==> config.mk <==
export PLATFORM = sky130hd
export DESIGN_NAME = cordic_sine_generator
export DESIGN_NICKNAME = d
export VERILOG_FILES = /design/src/hw/rtl/csg_pkg.sv /design/src/hw/rtl/csg_front.sv /design/src/hw/rtl/csg_fifo.sv /design/src/hw/rtl/csg_cordic_stage.sv /design/src/hw/rtl/csg_back.sv /design/src/hw/rtl/cordic_sine_generator.sv
export VERILOG_INCLUDE_DIRS = /design/src /design/src/hw/rtl
export SDC_FILE = /design/constraint.sdc
export NUM_CORES = 2
export LEC_CHECK = 0
export BUFFER_PORTS_ARGS = -buffer_cell sky130_fd_sc_hd__buf_2
export CAP_MARGIN = 0
export CORE_MARGIN = 8
export CORE_UTILIZATION = 65
export CTS_CLUSTER_DIAMETER = 200
export CTS_CLUSTER_SIZE = 8
export DETAILED_ROUTE_END_ITERATION = 7
export PLACE_DENSITY_LB_ADDON = 0.3
export SYNTH_ARGS = -nofsm -noshare
export SYNTH_HDL_FRONTEND = slang
export SYNTH_SLANG_ARGS = --single-unit
==> constraint.sdc <==
create_clock -name clock -period 32.4 [get_ports clock]
set_clock_uncertainty 0.15 [all_clocks]
set_input_delay 0 -clock clock [delete_from_list [all_inputs] [get_ports clock]]
set_output_delay 0 -clock clock [all_outputs]
set_load 0.03 [all_outputs]
==> src/hw/rtl/cordic_sine_generator_macros.svh <==
// ----------------------------------------------------------------------------
// cordic_sine_generator_macros.svh
// Assertion macros for the CORDIC sine generator; empty for synthesis.
// ----------------------------------------------------------------------------
`ifndef CORDIC_SINE_GENERATOR_MACROS_SVH
`define CORDIC_SINE_GENERATOR_MACROS_SVH

`ifndef SYNTHESIS

// same-cycle implication
`define CSG_ASSERT_IMP(label, clk, rst, ante, cons) \
   label: assert property (@(posedge clk) disable iff (rst) (ante) |-> (cons)) \
      else $error("cordic_sine_generator: assertion failed");

// next-cycle implication
`define CSG_ASSERT_NXT(label, clk, rst, ante, cons) \
   label: assert property (@(posedge clk) disable iff (rst) (ante) |=> (cons)) \
      else $error("cordic_sine_generator: assertion failed");

`else

`define CSG_ASSERT_IMP(label, clk, rst, ante, cons)
`define CSG_ASSERT_NXT(label, clk, rst, ante, cons)

`endif

`endif

==> src/hw/rtl/csg_pkg.sv <==
// ----------------------------------------------------------------------------
// csg_pkg
// Shared constants, angle table and types of the CORDIC sine generator.
// ----------------------------------------------------------------------------
package csg_pkg;

   localparam int unsigned ITERATIONS_DEFAULT = 6;
   localparam int unsigned ATAN_DEPTH         = 16;
   localparam int unsigned ATAN_IDX_W         = $clog2(ATAN_DEPTH);

   localparam int unsigned PHASE_W  = 32;
   localparam int unsigned FRAC_W   = 31;   // folded quarter-turn, up to 2^30
   localparam int unsigned XY_W     = 34;   // Q2.30 plus guard bits
   localparam int unsigned Z_W      = 33;   // signed residual angle
   localparam int unsigned SAMPLE_W = 16;
   localparam int unsigned Q_FRAC   = 30;
   localparam int unsigned PROD_W   = XY_W + SAMPLE_W;
   localparam int unsigned MAG_W    = PROD_W - Q_FRAC;

   localparam int unsigned FIFO_DEPTH = 4;

   localparam logic [PHASE_W-1:0] STEP_RESET       = 32'd89478485;
   localparam logic [PHASE_W-1:0] CORDIC_K_Q30     = 32'd652032874;
   // round(pi/2 * 2^32) minus 2^32
   localparam logic [PHASE_W-1:0] HALF_PI_FRAC     = 32'd2451551556;
   localparam logic signed [SAMPLE_W-1:0] SCALE_OUT = 16'sd32767;

   // atan(2^-i) in Q2.30
   localparam logic [31:0] ATAN_Q30 [ATAN_DEPTH] = '{
      32'd843314857, 32'd497837829, 32'd263043837, 32'd133525159,
      32'd67021687,  32'd33543516,  32'd16775851,  32'd8388437,
      32'd4194283,   32'd2097149,   32'd1048576,   32'd524288,
      32'd262144,    32'd131072,    32'd65536,     32'd32768
   };

   typedef struct packed {
      logic [FRAC_W-1:0] frac;
      logic              neg;
   } csg_item_type;

   typedef struct packed {
      logic signed [XY_W-1:0] x;
      logic signed [XY_W-1:0] y;
      logic signed [Z_W-1:0]  z;
      logic                   neg;
   } csg_rot_type;

   typedef struct packed {
      logic advance;
      logic pop;
   } csg_back_status_type;

endpackage

==> src/hw/rtl/csg_front.sv <==
// ----------------------------------------------------------------------------
// csg_front
// Phase accumulator and quadrant fold; hands folded angles to the queue.
// ----------------------------------------------------------------------------
module csg_front (
   input  logic                               clock,
   input  logic                               reset,
   input  logic                               csr_we,
   input  logic [csg_pkg::PHASE_W-1:0]        csr_wdata,
   input  logic                               req_valid,
   input  logic                               req_restart,
   input  logic                               fifo_full,
   output logic                               req_ready,
   output logic                               push,
   output csg_pkg::csg_item_type              push_item
);

   logic [csg_pkg::PHASE_W-1:0] step_ff, step_in;
   logic [csg_pkg::PHASE_W-1:0] phase_ff, phase_in;
   logic [csg_pkg::PHASE_W-1:0] phase_cur;
   logic [csg_pkg::PHASE_W-1:0] folded;

   assign req_ready = !fifo_full;
   assign push      = req_valid && req_ready;
   assign phase_cur = req_restart ? '0 : phase_ff;

   always_comb begin
      step_in  = csr_we ? csr_wdata : step_ff;
      phase_in = push ? phase_cur + step_ff : phase_ff;
   end

   // fold into first quadrant, keep sine sign
   always_comb begin
      case (phase_cur[csg_pkg::PHASE_W-1 -: 2])
         2'd0:    folded = phase_cur;
         2'd1:    folded = 32'h8000_0000 - phase_cur;
         2'd2:    folded = phase_cur - 32'h8000_0000;
         default: folded = '0 - phase_cur;
      endcase
      push_item.frac = folded[csg_pkg::FRAC_W-1:0];
      push_item.neg  = phase_cur[csg_pkg::PHASE_W-1];
   end

   always_ff @(posedge clock) begin
      if (reset) begin
         step_ff  <= csg_pkg::STEP_RESET;
         phase_ff <= '0;
      end else begin
         step_ff  <= step_in;
         phase_ff <= phase_in;
      end
   end

endmodule

==> src/hw/rtl/csg_fifo.sv <==
// ----------------------------------------------------------------------------
// csg_fifo
// Short queue of folded angles between front and back.
// ----------------------------------------------------------------------------
module csg_fifo (
   input  logic                  clock,
   input  logic                  reset,
   input  logic                  push,
   input  csg_pkg::csg_item_type push_item,
   input  logic                  pop,
   output logic                  empty,
   output logic                  full,
   output csg_pkg::csg_item_type pop_item
);

   localparam int unsigned PTR_W = $clog2(csg_pkg::FIFO_DEPTH);

   csg_pkg::csg_item_type entries_ff [csg_pkg::FIFO_DEPTH];
   logic [PTR_W:0] wr_ptr_ff, wr_ptr_in;
   logic [PTR_W:0] rd_ptr_ff, rd_ptr_in;

   assign empty    = (wr_ptr_ff == rd_ptr_ff);
   assign full     = (wr_ptr_ff[PTR_W] != rd_ptr_ff[PTR_W]) &&
                     (wr_ptr_ff[PTR_W-1:0] == rd_ptr_ff[PTR_W-1:0]);
   assign pop_item = entries_ff[rd_ptr_ff[PTR_W-1:0]];

   always_comb begin
      wr_ptr_in = push ? wr_ptr_ff + 1'b1 : wr_ptr_ff;
      rd_ptr_in = pop  ? rd_ptr_ff + 1'b1 : rd_ptr_ff;
   end

   always_ff @(posedge clock) begin
      if (reset) begin
         wr_ptr_ff <= '0;
         rd_ptr_ff <= '0;
      end else begin
         wr_ptr_ff <= wr_ptr_in;
         rd_ptr_ff <= rd_ptr_in;
      end
   end

   always_ff @(posedge clock) begin
      if (push) begin
         entries_ff[wr_ptr_ff[PTR_W-1:0]] <= push_item;
      end
   end

endmodule

==> src/hw/rtl/csg_cordic_stage.sv <==
// ----------------------------------------------------------------------------
// csg_cordic_stage
// One registered rotation-mode CORDIC micro-rotation.
// ----------------------------------------------------------------------------
module csg_cordic_stage #(
   parameter int unsigned SHIFT = 0
) (
   input  logic                 clock,
   input  logic                 reset,
   input  logic                 enable,
   input  logic                 in_valid,
   input  csg_pkg::csg_rot_type in_rot,
   output logic                 out_valid,
   output csg_pkg::csg_rot_type out_rot
);

   logic                        valid_ff, valid_in;
   csg_pkg::csg_rot_type        rot_ff, rot_in;
   logic signed [csg_pkg::XY_W-1:0] dx, dy;
   logic signed [csg_pkg::Z_W-1:0]  angle;

   always_comb begin
      dx    = $signed(in_rot.x) >>> SHIFT;   // floor shift
      dy    = $signed(in_rot.y) >>> SHIFT;
      angle = $signed({1'b0, csg_pkg::ATAN_Q30[SHIFT[csg_pkg::ATAN_IDX_W-1:0]]});
      rot_in.neg = in_rot.neg;
      if (!in_rot.z[csg_pkg::Z_W-1]) begin
         rot_in.x = $signed(in_rot.x) - dy;
         rot_in.y = $signed(in_rot.y) + dx;
         rot_in.z = $signed(in_rot.z) - angle;
      end else begin
         rot_in.x = $signed(in_rot.x) + dy;
         rot_in.y = $signed(in_rot.y) - dx;
         rot_in.z = $signed(in_rot.z) + angle;
      end
      valid_in = enable ? in_valid : valid_ff;
   end

   always_ff @(posedge clock) begin
      if (reset) begin
         valid_ff <= 1'b0;
      end else begin
         valid_ff <= valid_in;
      end
   end

   always_ff @(posedge clock) begin
      if (enable) begin
         rot_ff <= rot_in;
      end
   end

   assign out_valid = valid_ff;
   assign out_rot   = rot_ff;

endmodule

==> src/hw/rtl/csg_back.sv <==
// ----------------------------------------------------------------------------
// csg_back
// Angle conversion, CORDIC pipeline, output scaling and result register.
// ----------------------------------------------------------------------------
module csg_back #(
   parameter int unsigned ITERATIONS = csg_pkg::ITERATIONS_DEFAULT
) (
   input  logic                               clock,
   input  logic                               reset,
   input  logic                               fifo_empty,
   input  csg_pkg::csg_item_type              fifo_item,
   input  logic                               out_ready,
   output csg_pkg::csg_back_status_type       status,
   output logic                               out_valid,
   output logic [csg_pkg::SAMPLE_W-1:0]       out_sample
);

   localparam int unsigned MUL_W = csg_pkg::FRAC_W + csg_pkg::PHASE_W;

   logic advance;
   logic pop;

   // angle multiply stage
   logic                        a_valid_ff, a_valid_in;
   logic [csg_pkg::FRAC_W-1:0]  a_frac_ff;
   logic [csg_pkg::FRAC_W-1:0]  a_prod_ff;
   logic                        a_neg_ff;
   logic [MUL_W-1:0]            mul_full;

   // angle sum stage and CORDIC chain
   logic                        z_valid_ff, z_valid_in;
   csg_pkg::csg_rot_type        z_rot_ff, z_rot_in;
   logic [csg_pkg::PHASE_W-1:0] z_sum;
   logic                        chain_valid [ITERATIONS+1];
   csg_pkg::csg_rot_type        chain_rot   [ITERATIONS+1];

   // scale stage
   logic                               m_valid_ff, m_valid_in;
   logic signed [csg_pkg::PROD_W-1:0]  m_prod_ff, m_prod_in;
   logic                               m_neg_ff;

   // output stage
   logic                               o_valid_ff, o_valid_in;
   logic [csg_pkg::SAMPLE_W-1:0]       o_sample_ff, o_sample_in;
   logic                               p_neg;
   logic [csg_pkg::PROD_W-1:0]         p_abs;
   logic [csg_pkg::MAG_W-1:0]          q;
   logic [csg_pkg::SAMPLE_W-1:0]       q_sat;

   assign advance        = !o_valid_ff || out_ready;
   assign pop            = advance && !fifo_empty;
   assign status.advance = advance;
   assign status.pop     = pop;

   assign mul_full = MUL_W'(fifo_item.frac) * MUL_W'(csg_pkg::HALF_PI_FRAC);

   always_comb begin
      a_valid_in = advance ? pop : a_valid_ff;

      // frac * round(pi/2 * 2^32) >> 32 = frac + (frac * HALF_PI_FRAC) >> 32
      z_sum          = csg_pkg::PHASE_W'(a_frac_ff) + csg_pkg::PHASE_W'(a_prod_ff);
      z_rot_in.x     = csg_pkg::XY_W'(csg_pkg::CORDIC_K_Q30);
      z_rot_in.y     = '0;
      z_rot_in.z     = {1'b0, z_sum};
      z_rot_in.neg   = a_neg_ff;
      z_valid_in     = advance ? a_valid_ff : z_valid_ff;

      m_prod_in  = $signed(chain_rot[ITERATIONS].y) * csg_pkg::SCALE_OUT;
      m_valid_in = advance ? chain_valid[ITERATIONS] : m_valid_ff;

      // truncate toward zero, apply sign, saturate to +-32767
      p_neg = m_prod_ff[csg_pkg::PROD_W-1];
      p_abs = p_neg ? -m_prod_ff : m_prod_ff;
      q     = p_abs[csg_pkg::PROD_W-1:csg_pkg::Q_FRAC];
      q_sat = (q > csg_pkg::MAG_W'(csg_pkg::SCALE_OUT)) ?
              csg_pkg::SCALE_OUT : q[csg_pkg::SAMPLE_W-1:0];
      o_sample_in = (p_neg ^ m_neg_ff) ? -q_sat : q_sat;
      o_valid_in  = advance ? m_valid_ff : o_valid_ff;
   end

   assign chain_valid[0] = z_valid_ff;
   assign chain_rot[0]   = z_rot_ff;

   for (genvar i = 0; i < ITERATIONS; i++) begin : g_stage
      csg_cordic_stage #(
         .SHIFT (i)
      ) u_stage (
         .clock     (clock),
         .reset     (reset),
         .enable    (advance),
         .in_valid  (chain_valid[i]),
         .in_rot    (chain_rot[i]),
         .out_valid (chain_valid[i+1]),
         .out_rot   (chain_rot[i+1])
      );
   end

   always_ff @(posedge clock) begin
      if (reset) begin
         a_valid_ff <= 1'b0;
         z_valid_ff <= 1'b0;
         m_valid_ff <= 1'b0;
         o_valid_ff <= 1'b0;
      end else begin
         a_valid_ff <= a_valid_in;
         z_valid_ff <= z_valid_in;
         m_valid_ff <= m_valid_in;
         o_valid_ff <= o_valid_in;
      end
   end

   always_ff @(posedge clock) begin
      if (advance) begin
         a_frac_ff   <= fifo_item.frac;
         a_neg_ff    <= fifo_item.neg;
         a_prod_ff   <= mul_full[MUL_W-1:csg_pkg::PHASE_W];
         z_rot_ff    <= z_rot_in;
         m_prod_ff   <= m_prod_in;
         m_neg_ff    <= chain_rot[ITERATIONS].neg;
         o_sample_ff <= o_sample_in;
      end
   end

   assign out_valid  = o_valid_ff;
   assign out_sample = o_sample_ff;

endmodule

==> src/hw/rtl/cordic_sine_generator.sv <==
// ----------------------------------------------------------------------------
// cordic_sine_generator - phase-accumulator sine oscillator, CORDIC pipeline
// Requests pass the queue, angle multiply, angle sum, rotations, scale, result.
// Throughput: one sample per cycle, fully pipelined, while rsp_tready keeps up.
// Reset (sync, active high): phase 0, step register 89478485, queue/pipe empty.
// ----------------------------------------------------------------------------
`include "cordic_sine_generator_macros.svh"

module cordic_sine_generator #(
   parameter int unsigned ITERATIONS = csg_pkg::ITERATIONS_DEFAULT  // 1 to 16
) (
   input  logic        clock,
   input  logic        reset,

   // configuration: phase increment per sample, fraction of a turn times 2^32
   input  logic        csr_we,
   input  logic [31:0] csr_wdata,

   // request channel
   input  logic        req_tvalid,
   output logic        req_tready,
   input  logic [7:0]  req_tdata,   // [0] restart_phase, [7:1] zero

   // sample channel
   output logic        rsp_tvalid,
   input  logic        rsp_tready,
   output logic [15:0] rsp_tdata    // [15:0] sample, signed
);

   // Front: every request transfer reads the phase (or zero on restart),
   // folds it to the first quadrant with a sine sign, and advances the
   // accumulator by the step register. It only waits when the queue is full.
   // Back: pops the queue whenever its pipeline moves and it is not empty.
   // The whole pipeline holds while a finished sample sits unaccepted in the
   // result register; the queue keeps the front taking requests meanwhile.

   logic                        push;
   logic                        fifo_empty;
   logic                        fifo_full;
   csg_pkg::csg_item_type       push_item;
   csg_pkg::csg_item_type       pop_item;
   csg_pkg::csg_back_status_type back_status;

   csg_front u_front (
      .clock       (clock),
      .reset       (reset),
      .csr_we      (csr_we),
      .csr_wdata   (csr_wdata),
      .req_valid   (req_tvalid),
      .req_restart (req_tdata[0]),
      .fifo_full   (fifo_full),
      .req_ready   (req_tready),
      .push        (push),
      .push_item   (push_item)
   );

   csg_fifo u_fifo (
      .clock     (clock),
      .reset     (reset),
      .push      (push),
      .push_item (push_item),
      .pop       (back_status.pop),
      .empty     (fifo_empty),
      .full      (fifo_full),
      .pop_item  (pop_item)
   );

   // angle multiply, angle sum, ITERATIONS rotations, scale, saturate, result register
   csg_back #(
      .ITERATIONS (ITERATIONS)
   ) u_back (
      .clock      (clock),
      .reset      (reset),
      .fifo_empty (fifo_empty),
      .fifo_item  (pop_item),
      .out_ready  (rsp_tready),
      .status     (back_status),
      .out_valid  (rsp_tvalid),
      .out_sample (rsp_tdata)
   );

   // saturation is symmetric: -32768 never leaves the block
   `CSG_ASSERT_IMP(a_no_min_sample, clock, reset, rsp_tvalid, rsp_tdata != 16'h8000)

   // a full queue implies that the back's pop was low at the last clock edge
   `CSG_ASSERT_IMP(a_full_needs_stall, clock, reset, fifo_full, !$past(back_status.pop))

   // a pop with no incoming request frees a slot
   `CSG_ASSERT_NXT(a_pop_frees_slot, clock, reset, back_status.pop && !req_tvalid, !fifo_full)

endmodule

==> results_dict.tcl <==
set metrics [dict create \
    outcome "completed" \
    worstSetupEndpointType "flip-flop" \
    grt_pass1_vias 54108 \
    coreArea_sq_mm 0.1122 \
    cts.sinks 744 \
    netlist_area_sq_mm 0.07337 \
    worstPathRequired_ps 32650 \
    hp-start "rsp_tready" \
    synth_seq_cells 744 \
    die_x_microns 352.0 \
    synth_area_per_cell_sq_um 10.54 \
    rr_endpoint "u_back.a_prod_ff[16]$_DFFE_PP_" \
    setup_violations 0 \
    antenna_found_initial 2 \
    mostFrequentLayoutCells "1045 x inv_1, 928 x ha_1, 701 x fa_1, 662 x edfxtp_1, 463 x nor2_1" \
    drt_iter0_drc 3955 \
    synth_top_area_share_pct 27.09 \
    rsz0062_at_grt "false" \
    criticalPathCategory "flip-flop to flip-flop" \
    hold_viol 0 \
    use_met3_pct 4.100 \
    wl_microns 166600 \
    gp_congestion 0.9262 \
    instances_no_fill 8692 \
    io-pin-count 63 \
    fillers 7873 \
    drc_errors 0 \
    floorplan.initialDensity_pct 65.40 \
    synth_cell_types 95 \
    final_max_slew_viol_count 0 \
    finalSetupTns_ps 0 \
    area_growth_pct 8.116 \
    timing.fmax_ghz 0.1072 \
    hold_depth 6 \
    cap_violations 0 \
    synth_nets 8638 \
    final_common_cell "inv_1" \
    synth_cells 6964 \
    cp-start-kind "flip-flop" \
    nets 8835 \
    holdPathEnd "u_back.g_stage[5].u_stage.out_valid$_SDFFE_PP0P_" \
    path_clk_slew_ps 50 \
    grt_pass1_wl_microns 274900 \
    synth_area_leaders "edfxtp_1 27%, fa_1 19%, ha_1 16%" \
    max_slew_margin_pct 7.528 \
    synth-main-ff-cell "edfxtp_1" \
    grt_max_degree 196 \
    portBuffers 55 \
    cts-root-buf "clkbuf_16" \
    vias 51843 \
    ant_nets 0 \
    yosys_warnings 0 \
    die_area_sq_mm 0.1239 \
    post_drt_wl_per_cell_microns 19.16 \
    cts_setup_buffers 0 \
    ys_seq_area_share_pct 29.33 \
    grtUsageMet2_pct 47.02 \
    async_flop_share_pct 0 \
    drive_gt1_share_pct 4.062 \
    cts_buffers 102 \
    busiest_layer "met2" \
    clock_latency_ps 720 \
    cts_tree "built" \
    firstDrtPassIters 6 \
    arrival_ps 9580 \
    yosysTopAreaCell "edfxtp_1" \
    ctsLongestPathBuffers 3 \
    post-route-period-util_pct 28.80 \
    tightestPinTransition_ps 1387 \
    min_period_ps 9331 \
    crit_fanout 32 \
    dp_hpwl_microns 122500 \
    grt_use_total_pct 26.85 \
    cts-htree-levels 3 \
    synth-edff-count 662 \
    die_h_microns 352.0 \
    regToRegSetupSlack_ps 23070 \
    rows 123 \
    vias_per_cell 5.964 \
    hold_class "primary input to flip-flop" \
    rr_worst_depth 26 \
    use_met1_pct 33.61 \
    grt-ovfl-total 0 \
    placed_cells 8438 \
]
==> worst max path at each step <==
| stage | startpoint | to | slack [ps] | cells past startpoint |
|---|---|---|---|---|
| 3_5_place_dp | flip-flop | u_back.a_prod_ff[16]$_DFFE_PP_ | 23170 | 26 |
| 4_1_cts | flip-flop | u_back.a_prod_ff[16]$_DFFE_PP_ | 23090 | 26 |
| 5_1_grt | flip-flop | u_back.a_prod_ff[16]$_DFFE_PP_ | 22600 | 26 |
| 2_1_floorplan | u_back.out_valid$_SDFFE_PP0P_ | u_back.a_frac_ff[0]$_DFFE_PP_ | 17530 | 2 |
| 3_3_place_gp | flip-flop | u_back.a_prod_ff[16]$_DFFE_PP_ | 23360 | 26 |
| 6_report | flip-flop | u_back.a_prod_ff[16]$_DFFE_PP_ | 23070 | 26 |
==> kinds of logic (layout without fill, tap and decap cells) <==
family,after synthesis,in the layout,synth area share (%)
adders and majority gates,1629,1629,34.95
and+or+nand+nor,1415,1415,9.222
AOI/OAI and AO/OA,1321,1321,11.50
buffers and inverters,1155,1380,5.919
DFF,744,744,29.33
xor gates and xnor gates,607,607,7.246
muxes,93,93,1.828
other,0,3,0
==> per-stage QoR <==
stage               hold slack, ps  area [sq um]  util (%)  setup WS (ps)
finish                       173.7         79330     70.71          23070
detailed placement           73.13         75320     67.14          23170
global placement             66.93         75320     67.14          23360
CTS                          125.5         79320     70.70          23090
global route                 190.5         79320     70.70          22600
floorplan                   -21.32         73370         -          17530
==> metal layers <==
layer,routed length [microns],vias up
met4,7005,0
met3,9608,533
li1,-,24305
met1,67150,25255
met2,82790,1750
met5,0,-
==> critical path, stage by stage, from the launching register on <==
cell and delay (ps):
dfxtp_2 310, buf_4 510, mux4_2 920, ha_1 430, inv_1 70, fa_1 500
fa_1 560, inv_1 60, fa_1 510, inv_1 60, fa_1 520, inv_1 40
fa_1 490, fa_1 410, ha_1 290, ha_1 310, a21oi_1 190, o21ai_1 140
a2111oi_0 370, and3_1 300, a211oi_2 160, o311ai_4 390, and2b_1 230, o21ai_1 180
a2111oi_0 540, nor3_1 150, xor2_1 170
==> cells in the mapped netlist, types with 25 or more instances <==
master / instances
o31ai_1: 40
fa_1: 701
xor2_1: 213
dfxtp_1: 82
nand2_1: 320
o21ai_1: 35
mux4_2: 32
o21a_1: 72
nor2b_1: 91
inv_1: 1045
clkbuf_1: 76
a211oi_1: 40
a21oi_1: 451
and2_1: 32
and3_1: 47
nor2_1: 463
nor3_1: 130
nand3_1: 65
ha_1: 928
o21bai_1: 40
xnor2_1: 394
edfxtp_1: 662
nand2b_1: 68
or3_1: 33
or2_2: 35
nand4_1: 39
o21ai_0: 204
mux2i_1: 53
buf_1: 25
a31oi_1: 44
a21o_1: 194
nor4_1: 36
==> state kept, by name, summed over array words and instances (netlist names), 3 cells and up, named ones only <==
name,cells
u_front.step_ff,32
u_back.out_sample,16
u_back.g_stage.u_stage.out_rot,371
u_back.m_prod_ff,50
u_back.a_prod_ff,31
u_back.g_stage.u_stage.out_valid,6
u_front.phase_ff,32
u_fifo.rd_ptr_ff,3
u_fifo.wr_ptr_ff,3
u_fifo.entries_ff,128
u_back.a_frac_ff,31
u_back.chain_rot,33
==> layout make-up <==
type / instances / area [sq um] / area share, %
Antenna cell: 3 / 7.507 / 0.009464
Clock buffer: 125 / 2639 / 3.326
Tap cell: 1500 / 1877 / 2.366
Inverter: 1050 / 3949 / 4.978
Clock inverter: 7 / 165.2 / 0.2082
Timing Repair Buffer: 198 / 1659 / 2.091
Multi-Input combinational cell: 5065 / 47510 / 59.89
Sequential cell: 744 / 21520 / 27.13
==> repair_timing <==
| item | 4_1_cts | 5_1_grt |
|---|---|---|
| hold endpoints to repair | 228 | 0 |
| gates resized for setup | 0 | 0 |
| hold buffers | 119 | 0 |
Power is not shown: default switching activity piles up to over one toggle a cycle in this logic, so the estimate is an artifact.
